## src/hdl/rts_pkg.sv

```systemverilog
package rts_pkg;

    localparam int MS_W = 16;
    localparam int OP_W = 2;

    typedef logic [MS_W-1:0] ms_t;
    typedef logic [OP_W-1:0] opcode_t;

    localparam opcode_t OP_ADD    = 2'd0;
    localparam opcode_t OP_REMOVE = 2'd1;
    localparam opcode_t OP_TICK   = 2'd2;
    localparam opcode_t OP_NOP    = 2'd3;

endpackage

```

## src/hdl/rts_entry_store.sv

```systemverilog
module rts_entry_store import rts_pkg::*; #(
    parameter int LIST_DEPTH = 8,
    parameter int CODE_WIDTH = 8,
    localparam int IDX_W = (LIST_DEPTH > 1) ? $clog2(LIST_DEPTH) : 1
) (
    input  logic                       aclk,
    input  logic                       wr_en,
    input  logic                       wr_bank,
    input  logic [IDX_W-1:0]           wr_idx,
    input  logic [CODE_WIDTH+MS_W-1:0] wr_data,
    input  logic                       rd_en,
    input  logic                       rd_bank,
    input  logic [IDX_W-1:0]           rd_idx,
    output logic [CODE_WIDTH+MS_W-1:0] rd_data
);

    localparam int AW    = $clog2(2 * LIST_DEPTH);
    localparam int ENT_W = CODE_WIDTH + MS_W;

    // two banks of LIST_DEPTH entries: one holds the live list, the other
    // receives the rebuilt list during a sweep
    logic [ENT_W-1:0] mem [0:2*LIST_DEPTH-1];
    logic [AW-1:0]    wr_addr;
    logic [AW-1:0]    rd_addr;

    assign wr_addr = wr_bank ? AW'(wr_idx) + AW'(LIST_DEPTH) : AW'(wr_idx);
    assign rd_addr = rd_bank ? AW'(rd_idx) + AW'(LIST_DEPTH) : AW'(rd_idx);

    always_ff @(posedge aclk) begin
        if (wr_en) begin
            mem[wr_addr] <= wr_data;
        end
    end

    always_ff @(posedge aclk) begin
        if (rd_en) begin
            rd_data <= mem[rd_addr];
        end
    end

endmodule

```

## src/hdl/response_timeout_supervisor.sv

```systemverilog
// Response timeout supervisor: holds up to LIST_DEPTH pending commands sorted
// by milliseconds left, soonest first. Opcode 0 adds (replacing any entry with
// the same code, rejected when full and no entry has it), 1 removes by code, 2
// ages every entry by s_elapsed_ms and retires at most one expired head entry,
// 3 only reports status. Each item produces exactly one result. The list lives
// in a two-bank memory with one read and one write port; add, remove and tick
// stream the live bank once, one entry per cycle, into the other bank and then
// swap banks, except for a rejected add. The sweep time grows with the number
// of pending entries, as the entry memory has a single read port. No new item
// is taken until the previous one is through, but a new item is taken while
// the previous result still waits on the m_ side.
module response_timeout_supervisor import rts_pkg::*; #(
    parameter int LIST_DEPTH = 8,
    parameter int CODE_WIDTH = 8,
    localparam int CNT_W = $clog2(LIST_DEPTH + 1)
) (
    input  logic                  aclk,
    input  logic                  aresetn,
    input  logic                  s_valid,
    output logic                  s_ready,
    input  logic [OP_W-1:0]       s_opcode,
    input  logic [CODE_WIDTH-1:0] s_cmd_code,
    input  logic [MS_W-1:0]       s_timeout_ms,
    input  logic [MS_W-1:0]       s_elapsed_ms,
    output logic                  m_valid,
    input  logic                  m_ready,
    output logic                  m_expired,
    output logic [CODE_WIDTH-1:0] m_expired_code,
    output logic                  m_removed,
    output logic                  m_rejected_full,
    output logic [CNT_W-1:0]      m_entry_count,
    output logic [MS_W-1:0]       m_next_timeout_ms
);

    localparam int IDX_W = (LIST_DEPTH > 1) ? $clog2(LIST_DEPTH) : 1;
    localparam int ENT_W = CODE_WIDTH + MS_W;
    localparam logic [CNT_W-1:0] DEPTH_C = CNT_W'(LIST_DEPTH);

    localparam logic [1:0] S_IDLE  = 2'd0;
    localparam logic [1:0] S_SWEEP = 2'd1;
    localparam logic [1:0] S_DONE  = 2'd2;

    logic [1:0]            state_reg, state_next;
    logic                  bank_reg, bank_next;
    logic [CNT_W-1:0]      count_reg, count_next;
    ms_t                   head_ms_reg, head_ms_next;

    opcode_t               op_reg, op_next;
    logic [CODE_WIDTH-1:0] code_reg, code_next;
    ms_t                   tmo_reg, tmo_next;
    ms_t                   dt_reg, dt_next;

    logic [CNT_W-1:0]      rd_idx_reg, rd_idx_next;
    logic                  rd_pend_reg, rd_pend_next;
    logic                  proc_first_reg, proc_first_next;
    logic [CNT_W-1:0]      wr_idx_reg, wr_idx_next;
    logic                  hold_vld_reg, hold_vld_next;
    logic [ENT_W-1:0]      hold_reg, hold_next;
    logic                  inserted_reg, inserted_next;
    logic                  found_reg, found_next;
    logic                  exp_reg, exp_next;
    logic [CODE_WIDTH-1:0] exp_code_reg, exp_code_next;
    ms_t                   head_new_reg, head_new_next;

    logic                  res_expired_reg, res_expired_next;
    logic [CODE_WIDTH-1:0] res_code_reg, res_code_next;
    logic                  res_removed_reg, res_removed_next;
    logic                  res_rejected_reg, res_rejected_next;
    logic [CNT_W-1:0]      res_count_reg, res_count_next;
    ms_t                   res_head_reg, res_head_next;

    logic                  m_valid_reg, m_valid_next;
    logic                  m_expired_reg, m_expired_next;
    logic [CODE_WIDTH-1:0] m_code_reg, m_code_next;
    logic                  m_removed_reg, m_removed_next;
    logic                  m_rejected_reg, m_rejected_next;
    logic [CNT_W-1:0]      m_count_reg, m_count_next;
    ms_t                   m_head_reg, m_head_next;

    logic                  rd_en;
    logic [ENT_W-1:0]      rd_data;
    logic                  wr_en;
    logic                  wr_fire;
    logic [ENT_W-1:0]      wr_entry;

    logic                  proc;
    logic                  fin;
    logic [CODE_WIDTH-1:0] e_code;
    ms_t                   e_ms;
    ms_t                   e_ms_aged;
    logic [ENT_W-1:0]      e_out;
    logic                  e_match;
    logic                  keep;
    logic                  insert_now;
    logic [ENT_W-1:0]      new_entry;
    logic [CNT_W-1:0]      count_new;
    ms_t                   head_new;
    logic                  reject;

    rts_entry_store #(
        .LIST_DEPTH (LIST_DEPTH),
        .CODE_WIDTH (CODE_WIDTH)
    ) u_store (
        .aclk    (aclk),
        .wr_en   (wr_en),
        .wr_bank (~bank_reg),
        .wr_idx  (wr_idx_reg[IDX_W-1:0]),
        .wr_data (wr_entry),
        .rd_en   (rd_en),
        .rd_bank (bank_reg),
        .rd_idx  (rd_idx_reg[IDX_W-1:0]),
        .rd_data (rd_data)
    );

    assign s_ready           = (state_reg == S_IDLE);
    assign m_valid           = m_valid_reg;
    assign m_expired         = m_expired_reg;
    assign m_expired_code    = m_code_reg;
    assign m_removed         = m_removed_reg;
    assign m_rejected_full   = m_rejected_reg;
    assign m_entry_count     = m_count_reg;
    assign m_next_timeout_ms = m_head_reg;

    // per-entry merge: decide what the entry just read becomes
    assign proc       = (state_reg == S_SWEEP) && rd_pend_reg;
    assign fin        = (state_reg == S_SWEEP) && !rd_pend_reg && (rd_idx_reg == count_reg);
    assign e_code     = rd_data[ENT_W-1 -: CODE_WIDTH];
    assign e_ms       = rd_data[MS_W-1:0];
    assign e_ms_aged  = (op_reg == OP_TICK) ? ((e_ms > dt_reg) ? e_ms - dt_reg : '0) : e_ms;
    assign e_out      = {e_code, e_ms_aged};
    assign e_match    = (e_code == code_reg) && !found_reg;
    assign new_entry  = {code_reg, tmo_reg};

    always_comb begin
        keep = 1'b1;
        case (op_reg)
            OP_ADD, OP_REMOVE: keep = !e_match;
            OP_TICK:           keep = !(proc_first_reg && (e_ms_aged == '0));
            default:           keep = 1'b1;
        endcase
    end

    // new entry goes before the first surviving entry with more time left
    assign insert_now = (op_reg == OP_ADD) && !inserted_reg && keep && (e_ms > tmo_reg);
    assign wr_en      = wr_fire && (wr_idx_reg < DEPTH_C);

    always_comb begin
        state_next      = state_reg;
        bank_next       = bank_reg;
        count_next      = count_reg;
        head_ms_next    = head_ms_reg;
        op_next         = op_reg;
        code_next       = code_reg;
        tmo_next        = tmo_reg;
        dt_next         = dt_reg;
        rd_idx_next     = rd_idx_reg;
        rd_pend_next    = 1'b0;
        proc_first_next = 1'b0;
        wr_idx_next     = wr_idx_reg;
        hold_vld_next   = hold_vld_reg;
        hold_next       = hold_reg;
        inserted_next   = inserted_reg;
        found_next      = found_reg;
        exp_next        = exp_reg;
        exp_code_next   = exp_code_reg;
        head_new_next   = head_new_reg;
        res_expired_next  = res_expired_reg;
        res_code_next     = res_code_reg;
        res_removed_next  = res_removed_reg;
        res_rejected_next = res_rejected_reg;
        res_count_next    = res_count_reg;
        res_head_next     = res_head_reg;
        m_valid_next    = m_valid_reg && !m_ready;
        m_expired_next  = m_expired_reg;
        m_code_next     = m_code_reg;
        m_removed_next  = m_removed_reg;
        m_rejected_next = m_rejected_reg;
        m_count_next    = m_count_reg;
        m_head_next     = m_head_reg;
        rd_en           = 1'b0;
        wr_fire         = 1'b0;
        wr_entry        = hold_reg;
        count_new       = count_reg;
        head_new        = head_new_reg;
        reject          = 1'b0;

        case (state_reg)
            S_IDLE: begin
                if (s_valid) begin
                    op_next       = s_opcode;
                    code_next     = s_cmd_code;
                    tmo_next      = s_timeout_ms;
                    dt_next       = s_elapsed_ms;
                    rd_idx_next   = '0;
                    wr_idx_next   = '0;
                    hold_vld_next = 1'b0;
                    inserted_next = 1'b0;
                    found_next    = 1'b0;
                    exp_next      = 1'b0;
                    exp_code_next = '0;
                    head_new_next = '0;
                    if (s_opcode == OP_NOP) begin
                        res_expired_next  = 1'b0;
                        res_code_next     = '0;
                        res_removed_next  = 1'b0;
                        res_rejected_next = 1'b0;
                        res_count_next    = count_reg;
                        res_head_next     = head_ms_reg;
                        state_next        = S_DONE;
                    end else begin
                        state_next = S_SWEEP;
                    end
                end
            end

            S_SWEEP: begin
                if (rd_idx_reg != count_reg) begin
                    rd_en           = 1'b1;
                    rd_idx_next     = rd_idx_reg + CNT_W'(1);
                    rd_pend_next    = 1'b1;
                    proc_first_next = (rd_idx_reg == '0);
                end

                if (proc) begin
                    if (e_match) begin
                        found_next = 1'b1;
                    end
                    if (!keep && (op_reg == OP_TICK)) begin
                        exp_next      = 1'b1;
                        exp_code_next = e_code;
                    end
                    // the hold stage delays the stream by one entry after an insert
                    if (hold_vld_reg) begin
                        wr_fire       = 1'b1;
                        wr_entry      = hold_reg;
                        hold_next     = e_out;
                        hold_vld_next = keep;
                    end else if (insert_now) begin
                        wr_fire       = 1'b1;
                        wr_entry      = new_entry;
                        hold_next     = e_out;
                        hold_vld_next = 1'b1;
                        inserted_next = 1'b1;
                    end else if (keep) begin
                        wr_fire  = 1'b1;
                        wr_entry = e_out;
                    end
                end else if (fin) begin
                    if (hold_vld_reg) begin
                        wr_fire       = 1'b1;
                        wr_entry      = hold_reg;
                        hold_vld_next = 1'b0;
                    end else if ((op_reg == OP_ADD) && !inserted_reg) begin
                        wr_fire       = 1'b1;
                        wr_entry      = new_entry;
                        inserted_next = 1'b1;
                    end
                end

                if (wr_fire) begin
                    wr_idx_next = wr_idx_reg + CNT_W'(1);
                    if (wr_idx_reg == '0) begin
                        head_new_next = wr_entry[MS_W-1:0];
                    end
                end
                count_new = wr_idx_reg + CNT_W'(wr_fire);
                head_new  = head_new_next;

                if (fin) begin
                    reject = (op_reg == OP_ADD) && (count_reg == DEPTH_C) && !found_reg;
                    res_expired_next  = exp_reg;
                    res_code_next     = exp_code_reg;
                    res_removed_next  = (op_reg == OP_REMOVE) && found_reg;
                    res_rejected_next = reject;
                    if (reject) begin
                        res_count_next = count_reg;
                        res_head_next  = head_ms_reg;
                    end else begin
                        bank_next      = ~bank_reg;
                        count_next     = count_new;
                        head_ms_next   = (count_new == '0) ? '0 : head_new;
                        res_count_next = count_new;
                        res_head_next  = (count_new == '0) ? '0 : head_new;
                    end
                    state_next = S_DONE;
                end
            end

            S_DONE: begin
                if (!m_valid_reg || m_ready) begin
                    m_valid_next    = 1'b1;
                    m_expired_next  = res_expired_reg;
                    m_code_next     = res_code_reg;
                    m_removed_next  = res_removed_reg;
                    m_rejected_next = res_rejected_reg;
                    m_count_next    = res_count_reg;
                    m_head_next     = res_head_reg;
                    state_next      = S_IDLE;
                end
            end

            default: begin
                state_next = S_IDLE;
            end
        endcase
    end

    always_ff @(posedge aclk) begin
        if (!aresetn) begin
            state_reg    <= S_IDLE;
            bank_reg     <= 1'b0;
            count_reg    <= '0;
            head_ms_reg  <= '0;
            rd_pend_reg  <= 1'b0;
            hold_vld_reg <= 1'b0;
            m_valid_reg  <= 1'b0;
        end else begin
            state_reg    <= state_next;
            bank_reg     <= bank_next;
            count_reg    <= count_next;
            head_ms_reg  <= head_ms_next;
            rd_pend_reg  <= rd_pend_next;
            hold_vld_reg <= hold_vld_next;
            m_valid_reg  <= m_valid_next;
        end
    end

    always_ff @(posedge aclk) begin
        op_reg           <= op_next;
        code_reg         <= code_next;
        tmo_reg          <= tmo_next;
        dt_reg           <= dt_next;
        rd_idx_reg       <= rd_idx_next;
        proc_first_reg   <= proc_first_next;
        wr_idx_reg       <= wr_idx_next;
        hold_reg         <= hold_next;
        inserted_reg     <= inserted_next;
        found_reg        <= found_next;
        exp_reg          <= exp_next;
        exp_code_reg     <= exp_code_next;
        head_new_reg     <= head_new_next;
        res_expired_reg  <= res_expired_next;
        res_code_reg     <= res_code_next;
        res_removed_reg  <= res_removed_next;
        res_rejected_reg <= res_rejected_next;
        res_count_reg    <= res_count_next;
        res_head_reg     <= res_head_next;
        m_expired_reg    <= m_expired_next;
        m_code_reg       <= m_code_next;
        m_removed_reg    <= m_removed_next;
        m_rejected_reg   <= m_rejected_next;
        m_count_reg      <= m_count_next;
        m_head_reg       <= m_head_next;
    end

`ifndef NO_ASSERTIONS
    a_count_bound: assert property (@(posedge aclk) disable iff (!aresetn)
        count_reg <= DEPTH_C)
        else $error("pending count above list depth");

    a_reject_full: assert property (@(posedge aclk) disable iff (!aresetn)
        (m_valid && m_rejected_full) |-> (m_entry_count == DEPTH_C) && !m_removed && !m_expired)
        else $error("reject reported on a list that is not full");

    a_empty_head: assert property (@(posedge aclk) disable iff (!aresetn)
        (m_valid && (m_entry_count == '0)) |-> (m_next_timeout_ms == '0))
        else $error("empty list reports a head timeout");

    a_no_write_idle: assert property (@(posedge aclk) disable iff (!aresetn)
        (state_reg != S_SWEEP) |-> !wr_en && !rd_en)
        else $error("memory access outside a sweep");

    a_one_at_a_time: assert property (@(posedge aclk) disable iff (!aresetn)
        (s_valid && s_ready) |=> !s_ready)
        else $error("second item taken before the first finished");
`endif

endmodule
```

## config.mk

```make
export PLATFORM = sky130hd
export DESIGN_NAME = response_timeout_supervisor
export DESIGN_NICKNAME = d
export VERILOG_FILES = /design/src/hdl/rts_pkg.sv /design/src/hdl/rts_entry_store.sv /design/src/hdl/response_timeout_supervisor.sv
export SDC_FILE = /design/constraint.sdc
export NUM_CORES = 1
export LEC_CHECK = 0
export BUFFER_PORTS_ARGS = -buffer_cell sky130_fd_sc_hd__buf_2
export CAP_MARGIN = 20
export CELL_PAD_IN_SITES_DETAIL_PLACEMENT = 1
export CELL_PAD_IN_SITES_GLOBAL_PLACEMENT = 1
export CORE_UTILIZATION = 50
export DETAILED_ROUTE_END_ITERATION = 10
export HOLD_SLACK_MARGIN = 0.03
export PLACE_DENSITY_LB_ADDON = 0.2
export SKIP_LAST_GASP = 1
export SLEW_MARGIN = 20
export SYNTH_ARGS = -nofsm -noshare
export SYNTH_HDL_FRONTEND = slang
export SYNTH_HIERARCHICAL = 1
export SYNTH_SLANG_ARGS = --single-unit
```

## constraint.sdc

```tcl
create_clock -name aclk -period 11.2 [get_ports aclk]
set_input_delay 0.56 -clock aclk [delete_from_list [all_inputs] [get_ports aclk]]
set_output_delay 0.56 -clock aclk [all_outputs]
set_load 0.05 [all_outputs]
```

==> impl_results.md, run 1 <==
- Comb power frac: 0.113
- Outcome: finished, final reports clean
- CTS tree: yes
- Switching Fraction: 0.248
- TritonCTS buffer count: 60
- Router iterations before antenna repair: 5
- Die ar.: about 51000 um^2
- Core Rows: 81
- Number of remaining DRC errors: 0
- Peak clock frequency supported by timing: 184 MHz
- Number of buffers inserted by hold repair at cts: 0
- Die outline height: approximately 230 um
- Setup crit start kind: flip-flop
- Required time worst endpoint: approximately 12 ns
- Number of global-route vias before repair: 14.8k
- Final number of max-transition violations: 0
- Fraction of the yosys area taken by sequential cells: 0.701
- Clock net sink count: 598
- Setup tns final: 0 ns
- Post-CTS repair timing setup buffer count: 0
- Final number of setup-violating endpoints: 0
- Initial cell density of the core: 0.512
- Reg-to-Reg Start: u_store/rd_data[9]$_DFFE_PP_
- H-tree depth reported by CTS: 2
- Core box area: about 49000 um^2
- Crit path capture type: flip-flop
- Hold WC Path Type: in2reg
- DRC marker count from the first detailed-route iteration: 1385
- Overflow after GRT: 0
- Final net count: 1725
- Maximum Capacitance Violations: 0
- Initial antenna violation count: 0
- Root Buffer: clkbuf_16
- Relative area change from synthesis to final layout: 12.5%
- Worst setup path class: reg2reg
- Maximum VDD drop: 0.141 mV
- Total number of vias: 14.7k
- Post-Syn Instances: 1549
- Slew headroom: 0.299
- Final core area utilization: 0.576
- Flip-flop and latch count after synthesis: around 600
- Top-area cell type share of the netlist area: 0.679
- Share of the clock period used by the worst path after layout: 0.486
- Dominant cell by count in the synthesized netlist: edfxtp_1
- Global router's overall resource usage: 0.255
- Async S/R FF share, synth: 0
- Share of cells above drive strength 1: 0.207
- Capturing point of the worst reg2reg path: head_ms_reg[11]$_SDFFE_PN0P_
- Transition time at the pin with the least slew margin: approximately 1.0 ns
- Die W: 227 um
- Cell count after placement: 2242
- Depth of the worst register-to-register path: 17
- Net count after synthesis: 1634
- # IOs: 79
- Number of flops mapped to enable cells by yosys: 571
- Placer congestion estimate: 0.914
- Design internal power: 3.89 mW
- Shortest period the worst path allows: 5.44 ns
- Capture point of the critical path: head_ms_reg[11]$_SDFFE_PN0P_
- Hpwl dp: between 40 and 50 mm
- Unrepaired setup endpoints after global routing: no
- Leading register cell type out of synthesis: edfxtp_1
- Source-to-sink clock delay at the later pin of the worst-skew pair: 0.66 ns
- Post-CTS clock slew at the launch and capture registers of the worst setup and hold paths: 0.06 ns
- Largest register FFs: 384
- Via/cell ratio: 6.24
- Worst clock skew on the final layout: 0.0471 ns
- Sequential share of power: 0.497
- Biggest area consumer among synthesized cells: edfxtp_1
- Hold violation count in the final report: 0
- Mean post-synth cell area: about 16 um^2
- Count of synthesis-stage warnings from yosys: 6
- # diodes: 0
- Post_cts resized: 0
- Input/output buffers: 78
- Cells taking the most area after synthesis: edfxtp_1, mux4_2, dfxtp_1
- Finished Layout Cells: 2355
- First-pass GRT wire length: 95.0 mm
- Part of the total power dissipated in the clock network: 0.390
- Post-synthesis instance area: 25200 um^2
- Static leakage power: 9.68 nW
- Power spent charging and discharging nets: about 1.3 mW
- Largest net degree at the start of global routing: between 100 and 150
- Top fanout value on the critical path: 16
- Commonest cells in the synthesized netlist: edfxtp_1, nand2_1, mux4_2, nor2_1, inv_1
- Origin of the worst setup path: u_store/rd_data[9]$_DFFE_PP_
- Per-cell routed wire length: 27.2 um
- Antenna Violating Nets Remaining: 0
- Setup slack on the worst flop-to-flop path: 5.76 ns
- Power density over the cells: ~180 nW/um^2
- Total wire length: 64.1 mm
- Number of buffers on the longest clock path: 3
- Arrival time worst endpoint: a little under 6 ns
- Post-synth cell types: roughly 80
[through the flow]
step / hold slack (ns) / total power [mW] / instance area [um^2] / worst slack, ns
finish: 0.102 / 5.17 / 28400 / 5.76
CTS: 0.0707 / 5.20 / 28400 / 5.87
detailed placement: 0.406 / 3.20 / 26400 / 5.88
floorplan: 0.400 / 3.01 / 25200 / 5.75
global route: 0.0817 / 5.33 / 28400 / 5.33
global placement: 0.404 / 3.18 / 26400 / 6.01
[worst max-delay path: stages, from the launching register on]
cell and delay, ns:
edfxtp_1 0.47, ha_1 0.47, a21oi_1 0.33, o2111ai_1 0.15, a221oi_1 0.35, o31a_1 0.58, o21ai_1 0.21, a22oi_2 0.38
a21oi_4 0.16, o21ai_1 0.31, inv_1 0.08, ha_1 0.20, ha_1 0.19, xnor2_1 0.26, a31oi_1 0.17, and3_1 0.25
and2_1 0.38, a221o_1 0.38
[layer usage]
layer / up-vias / track usage / share of wire
met5: - / 0 / 0
met4: 0 / 0.0830 / 0.029
met3: 123 / 0.0355 / 0.062
met2: 551 / 0.414 / 0.48
met1: 7634 / 0.357 / 0.43
li1: 6384 / - / -
[how the worst min path moves through the flow]
stage / from / end / cells past startpoint
finish: s_cmd_code[4] / code_reg[4]$_DFFE_PP_ / 1
global route: s_cmd_code[4] / code_reg[4]$_DFFE_PP_ / 1
CTS: s_timeout_ms[1] / tmo_reg[1]$_DFFE_PP_ / 1
detailed placement: res_code_reg[6]$_SDFFCE_PN0P_ / m_expired_code[6]$_DFFE_PP_ / 0
global placement: res_expired_reg$_SDFFCE_PN0P_ / m_expired$_DFFE_PP_ / 0
floorplan: res_count_reg[0]$_DFFE_PP_ / m_entry_count[0]$_DFFE_PP_ / 0
[placed cells by master (no fill, tap or decap), types with 12 or more instances in the layout]
cell type and n:
edfxtp_1 571, nand2_1 109, mux4_2 96, buf_2 78
inv_1 60, nor2_1 60, clkbuf_16 60, a22oi_1 49
a21oi_1 41, ha_1 38, and2_1 33, buf_4 32
o21ai_0 31, a221o_1 30, dfxtp_1 27, clkinv_2 21
a22o_1 19, nand3_1 18, o21ai_1 15, xor2_1 14
o211ai_1 14, a32oi_1 13, nor2b_1 12, a21o_1 12
nor3_1 12, or3_1 12, clkinv_1 12, nor2_2 12
[cell families after synthesis]
logic type | after synthesis | synth area share
multiplexers | 103 | 0.0885
XOR/XNOR | 23 | 0.00798
AND/OR/NAND/NOR | 329 | 0.0635
flip-flops | 598 | 0.701
adder cells (fa/ha/maj) | 39 | 0.0196
AO/OA/AOI/OAI | 314 | 0.0946
buffers and inverters | 143 | 0.0253
[power by group through the flow]
stage	sequential [mW]	clock, mW	combinational (mW)
after floorplan	2.60	0	0.408
after global placement	2.61	0	0.564
after detailed placement	2.62	0	0.580
after CTS	2.57	2.05	0.584
after global routing	2.57	2.12	0.632
final	2.57	2.01	0.585
[final cells by class]
cell class	count	area [um^2]
multi-input combinational	808	7030
fill	4551	20900
timing repair buffer	111	651
clock inverter	48	460
clock buffer	65	1530
inverter	61	229
sequential	598	17700
tap	664	831
Note: power is estimated with default switching activity, not from simulation.
==> inputs of run 2 (changes only) <==
CORE_UTILIZATION = 48   (was 50)
clock period = 4.7 ns   (was 11.2 ns; I/O delays follow)
==> impl_results.md, run 2 (synthesis results as in run 1) <==
- Number of inserted filler cells in the final layout: roughly 4.7k
- Final core area utilization: 0.578
- Design internal power: 9.55 mW
- Transition time at the pin with the least slew margin: 1.05 ns
- Final number of max-transition violations: 0
- Per-cell routed wire length: 26.8 um
- Largest net degree at the start of global routing: 101
- Slew headroom: 0.301
- CTS tree: yes
- Sequential share of power: 0.483
- Die W: 231 um
- TritonCTS buffer count: 61
- Total wire length: 66.4 mm
- Die outline height: about 230 um
- Post-CTS clock slew at the launch and capture registers of the worst setup and hold paths: around 0.060 ns
- H-tree depth reported by CTS: 2
- Worst setup path class: reg2reg
- Hpwl dp: approximately 43 mm
- Hold WC Path Type: in2reg
- Relative area change from synthesis to final layout: 18.1%
- Via/cell ratio: 6.01
- Hold WS: just over 0.3 ns
- First-pass GRT wire length: 99.5 mm
- Outcome: finished, final reports clean
- Leading cell type in the layout, fill and taps excluded: edfxtp_1
- Peak clock frequency supported by timing: 224 MHz
- Share of cells above drive strength 1: 0.244
- Hold violation count in the final report: 0
- Post-route cell area: 29800 um^2
- Final number of setup-violating endpoints: 0
- Placer congestion estimate: 0.899
- Comb power frac: 0.119
- Input/output buffers: 78
- Largest register FFs: 384
- Static leakage power: 10.3 nW
- Source-to-sink clock delay at the later pin of the worst-skew pair: 0.65 ns
- Root Buffer: clkbuf_16
- Final net count: 1835
- Clock net sink count: about 600
- Final total power: 12.7 mW
- Maximum Capacitance Violations: 0
- Top fanout value on the critical path: 13
- Shortest period the worst path allows: 4.47 ns
- Crit path capture type: flip-flop
- Power density over the cells: about 430 nW/um^2
- Commonest cells after routing, fill and taps aside: edfxtp_1, nand2_1, mux4_2
- # diodes: 0
- Share of the clock period used by the worst path after layout: 0.951
- Number of global-route vias before repair: 15.7k
- Arrival time worst endpoint: 4.81 ns
- Total number of vias: 14.9k
- Power spent charging and discharging nets: 3.13 mW
- Core box area: slightly above 50000 um^2
- Number of buffers on the longest clock path: 3
- Part of the total power dissipated in the clock network: 0.397
- Initial cell density of the core: 0.489
- Post-detailed-placement cell area: 27100 um^2
- Required time worst endpoint: 5.04 ns
- Initial antenna violation count: 0
- Antenna Violating Nets Remaining: 0
- Global router's overall resource usage: 0.252
- Worst clock skew on the final layout: 0.0496 ns
- # IOs: 79
- Die ar.: approximately 54000 um^2
- Number of remaining DRC errors: 0
- Maximum VDD drop: 0.321 mV
- DRC marker count from the first detailed-route iteration: 1373
- Setup crit start kind: flip-flop
- Overflow after GRT: 0
- Core Rows: 83
- Switching Fraction: 0.247
- Router iterations before antenna repair: 7
run 2: layer usage:
layer,global-route usage,up-vias,share of wire
met3,0.0385,100,0.057
li1,-,6616,-
met4,0.0700,0,0.023
met5,0,-,0
met1,0.355,7729,0.43
met2,0.410,472,0.49
run 2: layout make-up:
cell class / instances / area (um^2) / area share
clock buffer: 76 / 1610 / 0.0541
clock inverter: 38 / 505 / 0.0170
inverter: 61 / 230 / 0.00772
multi-input combinational: 809 / 7200 / 0.241
sequential: 598 / 17700 / 0.593
tap: 680 / 851 / 0.0285
timing repair buffer: 219 / 1740 / 0.0583
run 2: power groups by stage:
stage / registers, mW / clock network (mW) / logic, mW
6_report: 6.13 / 5.04 / 1.51
5_1_grt: 6.14 / 5.30 / 1.64
4_1_cts: 6.13 / 5.14 / 1.48
3_5_place_dp: 6.24 / 0 / 1.44
3_3_place_gp: 6.23 / 0 / 1.41
2_1_floorplan: 6.21 / 0 / 0.972
run 2: path summary, 6_finish.rpt:
path / from / to / slack, ns / depth (start not counted)
setup / recovery: u_store/rd_data[4]$_DFFE_PP_ / res_head_reg[8]$_DFFE_PP_ / 0.23 / 17
hold / removal: s_cmd_code[4] / code_reg[4]$_DFFE_PP_ / 0.30 / 2
setup reg to reg: u_store/rd_data[4]$_DFFE_PP_ / res_head_reg[8]$_DFFE_PP_ / 0.23 / 17
hold reg to reg: res_head_reg[10]$_DFFE_PP_ / m_next_timeout_ms[10]$_DFFE_PP_ / 0.42 / 0
run 2: what timing repair did:
item                                    in CTS  in global routing
hold endpoints to repair                    52                  0
cloned                                       0                  1
endpoints found under the setup margin      39                221
setup buffers                                1                  4
resized for setup                            4                 24
hold buffers                                44                  0
pin swaps                                    1                  5
run 2: worst max-delay path: stages (launching register included):
cell      delay [ns]
edfxtp_1        0.47
ha_1            0.39
a211o_1         0.36
o211ai_4        0.13
nand2_2         0.10
or4b_1          0.51
o311a_2         0.17
o31ai_4         0.31
a21oi_4         0.12
o21ai_2         0.15
inv_1           0.06
ha_1            0.22
ha_4            0.18
xnor2_2         0.16
a31oi_2         0.14
and2_2          0.31
a32oi_1         0.28
o21ai_1         0.13
run 2: metrics by stage:
| step | TNS (ns) | instances | setup slack (ns) |
|---|---|---|---|
| finish | 0 | 2481 | 0.231 |
| global route | -0.0263 | 2481 | -0.00975 |
| CTS | 0 | 2476 | 0.00533 |
| detailed placement | -2.43 | 2317 | -0.149 |
| global placement | -0.0107 | 2317 | -0.00613 |
| floorplan | -8.37 | 1549 | -0.116 |
==> inputs of run 3 (changes only) <==
--- a/config.mk
+++ b/config.mk
@@ -7,2 +7,3 @@
 export LEC_CHECK = 0
+export ABC_AREA = 1
 export BUFFER_PORTS_ARGS = -buffer_cell sky130_fd_sc_hd__buf_2
@@ -11,3 +12,3 @@
 export CELL_PAD_IN_SITES_GLOBAL_PLACEMENT = 1
-export CORE_UTILIZATION = 48
+export CORE_UTILIZATION = 45
 export DETAILED_ROUTE_END_ITERATION = 10
--- a/constraint.sdc
+++ b/constraint.sdc
@@ -3,2 +3,2 @@
 set_output_delay 0.235 -clock aclk [all_outputs]
-set_load 0.05 [all_outputs]
+set_load 0.01 [all_outputs]
==> impl_results.md, run 3 <==
- Cell family with the largest share of critical-path delay: simple AND/OR/NAND/NOR gates
- Top fanout value on the critical path: 18
- DRC marker count from the first detailed-route iteration: roughly 1.4k
- Initial antenna violation count: 1
- Clock net sink count: 598
- Min-Delay Path Depth: 2
- Capturing point of the worst reg2reg path: u_store/mem[2][23]$_DFFE_PP_
- Worst setup timing slack at the placement stage: ~0.38 ns
- Die ar.: 62900 um^2
- Reg-to-Reg Start: u_store/rd_data[10]$_DFFE_PP_
- Mean post-synth cell area: 9.67 um^2
- Number of flops mapped to enable cells by yosys: 571
- Hold violation count in the final report: 0
- Number of inserted filler cells in the final layout: 6780
- Core box area: just over 60000 um^2
- Largest net degree at the start of global routing: 93
- Sequential cell area: around 18000 um^2
- Critical Path Slowest Stage Cell: edfxtp_1
- Setup tns final: 0 ns
- Largest register FFs: between 300 and 400
- Die W: 251 um
- Transition time at the pin with the least slew margin: between 1 and 1.5 ns
- Total number of vias: approximately 21k
- # IOs: 79
- Count of synthesis-stage warnings from yosys: 6
- Footprint of the multi-input gates: 7850 um^2
- # diodes: 0
- Flip-flop and latch count after synthesis: roughly 600
- Worst setup path class: reg2reg
- Final core area utilization: 0.525
- Startpoint of the tightest hold check path: s_cmd_code[1]
- Maximum Capacitance Violations: 0
- Hold WC Path Type: in2reg
- Final total power: 14.4 mW
- Number of remaining DRC errors: 0
- Total wire length: 83.6 mm
- Outcome: finished, final reports clean
- Worst path cell trace: ha_1 > nand2_1 > inv_1 > nand2_1 > nor3_2 > nand2_2 > nand3_4 > nor2_1 > nor2_1 > nand2_1 > nor2_2 > nand3_4 > nand2_4 > buf_4 > inv_1 > nand3_1 > o221ai_1 > o21ai_0 > nand2_1
- Fraction of the yosys area taken by sequential cells: 0.635
- Via/cell ratio: between 5 and 6
- Input/output buffers: 78
- Final setup margin: between 0.3 and 0.4 ns
- Required time worst endpoint: 4.88 ns
- Critical path buffers and inverters: 3
- Core Rows: 90
- Power density over the cells: 452 nW/um^2
- Final net count: between 3k and 4k
- Static leakage power: 13.6 nW
- CTS tree: yes
- Cells taking the most area after synthesis: edfxtp_1, nand2_1, nand3_1
- Overflow after GRT: 0
- Dominant cell by count in the synthesized netlist: nand2_1
- Final number of max-transition violations: 0
- Relative area change from synthesis to final layout: 14.5%
- Async S/R FF share, synth: 0
- Antenna Violating Nets Remaining: 0
- Cell count after placement: 3675
- H-tree depth reported by CTS: 3
- Worst clock skew on the final layout: 0.0399 ns
- Post-synth cell types: 45
- Depth of the worst register-to-register path: 19
- Number of buffers on the longest clock path: 3
- Biggest area consumer among synthesized cells: edfxtp_1
- Commonest cells after routing, fill and taps aside: nand2_1, edfxtp_1, inv_1
- Placer congestion estimate: 0.871
- Unrepaired setup endpoints after global routing: no
- Shortest period the worst path allows: around 4.3 ns
- Leading register cell type out of synthesis: edfxtp_1
- Crit path capture type: flip-flop
- Root Buffer: clkbuf_16
- Setup slack on the worst flop-to-flop path: approximately 0.38 ns
- Router iterations before antenna repair: 5
- Share of the clock period used by the worst path after layout: 0.920
- Finished Layout Cells: 3832
- Setup crit start kind: flip-flop
- Final number of setup-violating endpoints: 0
- Post-synthesis instance area: roughly 28000 um^2
- Top cell by count, worst path: nand2_1
- Initial cell density of the core: 0.458
- Maximum VDD drop: 0.219 mV
- TritonCTS buffer count: 66
- Global router's overall resource usage: 0.271
- Source-to-sink clock delay at the later pin of the worst-skew pair: 0.63 ns
- Peak clock frequency supported by timing: 231 MHz
- Hpwl dp: 51.9 mm
- Arrival time worst endpoint: 4.51 ns
- Number of global-route vias before repair: 22.2k
- Die outline height: 251 um
- Top-area cell type share of the netlist area: 0.615
- First-pass GRT wire length: between 100 and 150 mm
- Post-Syn Instances: ~2.9k
- Per-cell routed wire length: 21.8 um
- Endpoint with the worst hold slack: code_reg[1]$_DFFE_PP_
- Post-CTS clock slew at the launch and capture registers of the worst setup and hold paths: ~0.060 ns
- Net count after synthesis: 2967
- Commonest cells in the synthesized netlist: nand2_1, edfxtp_1, inv_1, nand3_1, nor2_1
- Leading cell type in the layout, fill and taps excluded: nand2_1
- Max stage delay on crit path: around 0.43 ns
- Share of cells above drive strength 1: 0.0938
- Slew headroom: 0.268
run 3: what timing repair did:
| action | CTS | global route |
|---|---|---|
| resized for setup | 0 | 3 |
| setup endpoints to repair | 0 | 48 |
| hold buffers | 45 | 0 |
| setup buffers | 0 | 0 |
| endpoints found under the hold margin | 49 | 0 |
run 3: power by group:
part	internal [mW]	switching (mW)	total (mW)
registers	6.20	0.149	6.35
clock network	2.91	2.17	5.08
logic	0.838	2.16	3.00
total	9.95	4.48	14.4
run 3: worst max path at each step:
stage                                        startpoint                             to  slack [ns]  cells past startpoint
after floorplan                     dt_reg[0]$_DFFE_PP_   u_store/mem[12][0]$_DFFE_PP_        0.65                     21
after global placement     u_store/rd_data[0]$_DFFE_PP_  u_store/mem[10][23]$_DFFE_PP_        0.54                     23
after detailed placement            dt_reg[0]$_DFFE_PP_  u_store/mem[10][23]$_DFFE_PP_        0.38                     22
after CTS                 u_store/rd_data[10]$_DFFE_PP_   u_store/mem[4][22]$_DFFE_PP_        0.36                     19
after global routing       u_store/rd_data[0]$_DFFE_PP_   u_store/mem[1][23]$_DFFE_PP_        0.01                     23
final                     u_store/rd_data[10]$_DFFE_PP_   u_store/mem[2][23]$_DFFE_PP_        0.38                     19
run 3: cells by family (layout without fill, tap and decap cells):
| group | after synthesis | count (layout) | synth area share |
|---|---|---|---|
| adder cells (fa/ha/maj) | 39 | 39 | 0.0178 |
| XOR/XNOR | 10 | 10 | 0.00314 |
| buffers and inverters | 627 | 795 | 0.0891 |
| flip-flops | 598 | 598 | 0.635 |
| AND/OR/NAND/NOR | 1408 | 1408 | 0.217 |
| AO/OA/AOI/OAI | 200 | 200 | 0.0381 |
run 3: cell type report:
type	instances	area share
multi-input cells	1657	0.246
clock inverters	28	0.0108
repair buffers	177	0.0442
well taps	782	0.0307
clock buffers	84	0.0542
inverters	506	0.0596
flip-flops and latches	598	0.555
run 3: layer usage:
metal	wire length [um]	part of all wire	up-vias	GRT usage
li1	-	-	9663	-
met1	35600	0.43	10500	0.350
met2	41700	0.50	513	0.467
met3	3790	0.045	148	0.0384
met4	2460	0.029	0	0.0920
met5	0	0	-	0
run 3: worst register-to-register path: stages (launching register included):
cell and delay, ns:
edfxtp_1 0.43, ha_1 0.41, nand2_1 0.10, inv_1 0.09
nand2_1 0.10, nor3_2 0.19, nand2_2 0.19, nand3_4 0.17
nor2_1 0.05, nor2_1 0.19, nand2_1 0.12, nor2_2 0.17
nand3_4 0.11, nand2_4 0.09, buf_4 0.27, inv_1 0.31
nand3_1 0.16, o221ai_1 0.11, o21ai_0 0.17, nand2_1 0.42
run 3: through the flow:
stage	hold WS (ns)	cell area (um^2)
6_report	0.321	31900
5_1_grt	0.312	31900
4_1_cts	0.288	31900
3_5_place_dp	0.406	29400
3_3_place_gp	0.403	29400
2_1_floorplan	0.334	27900
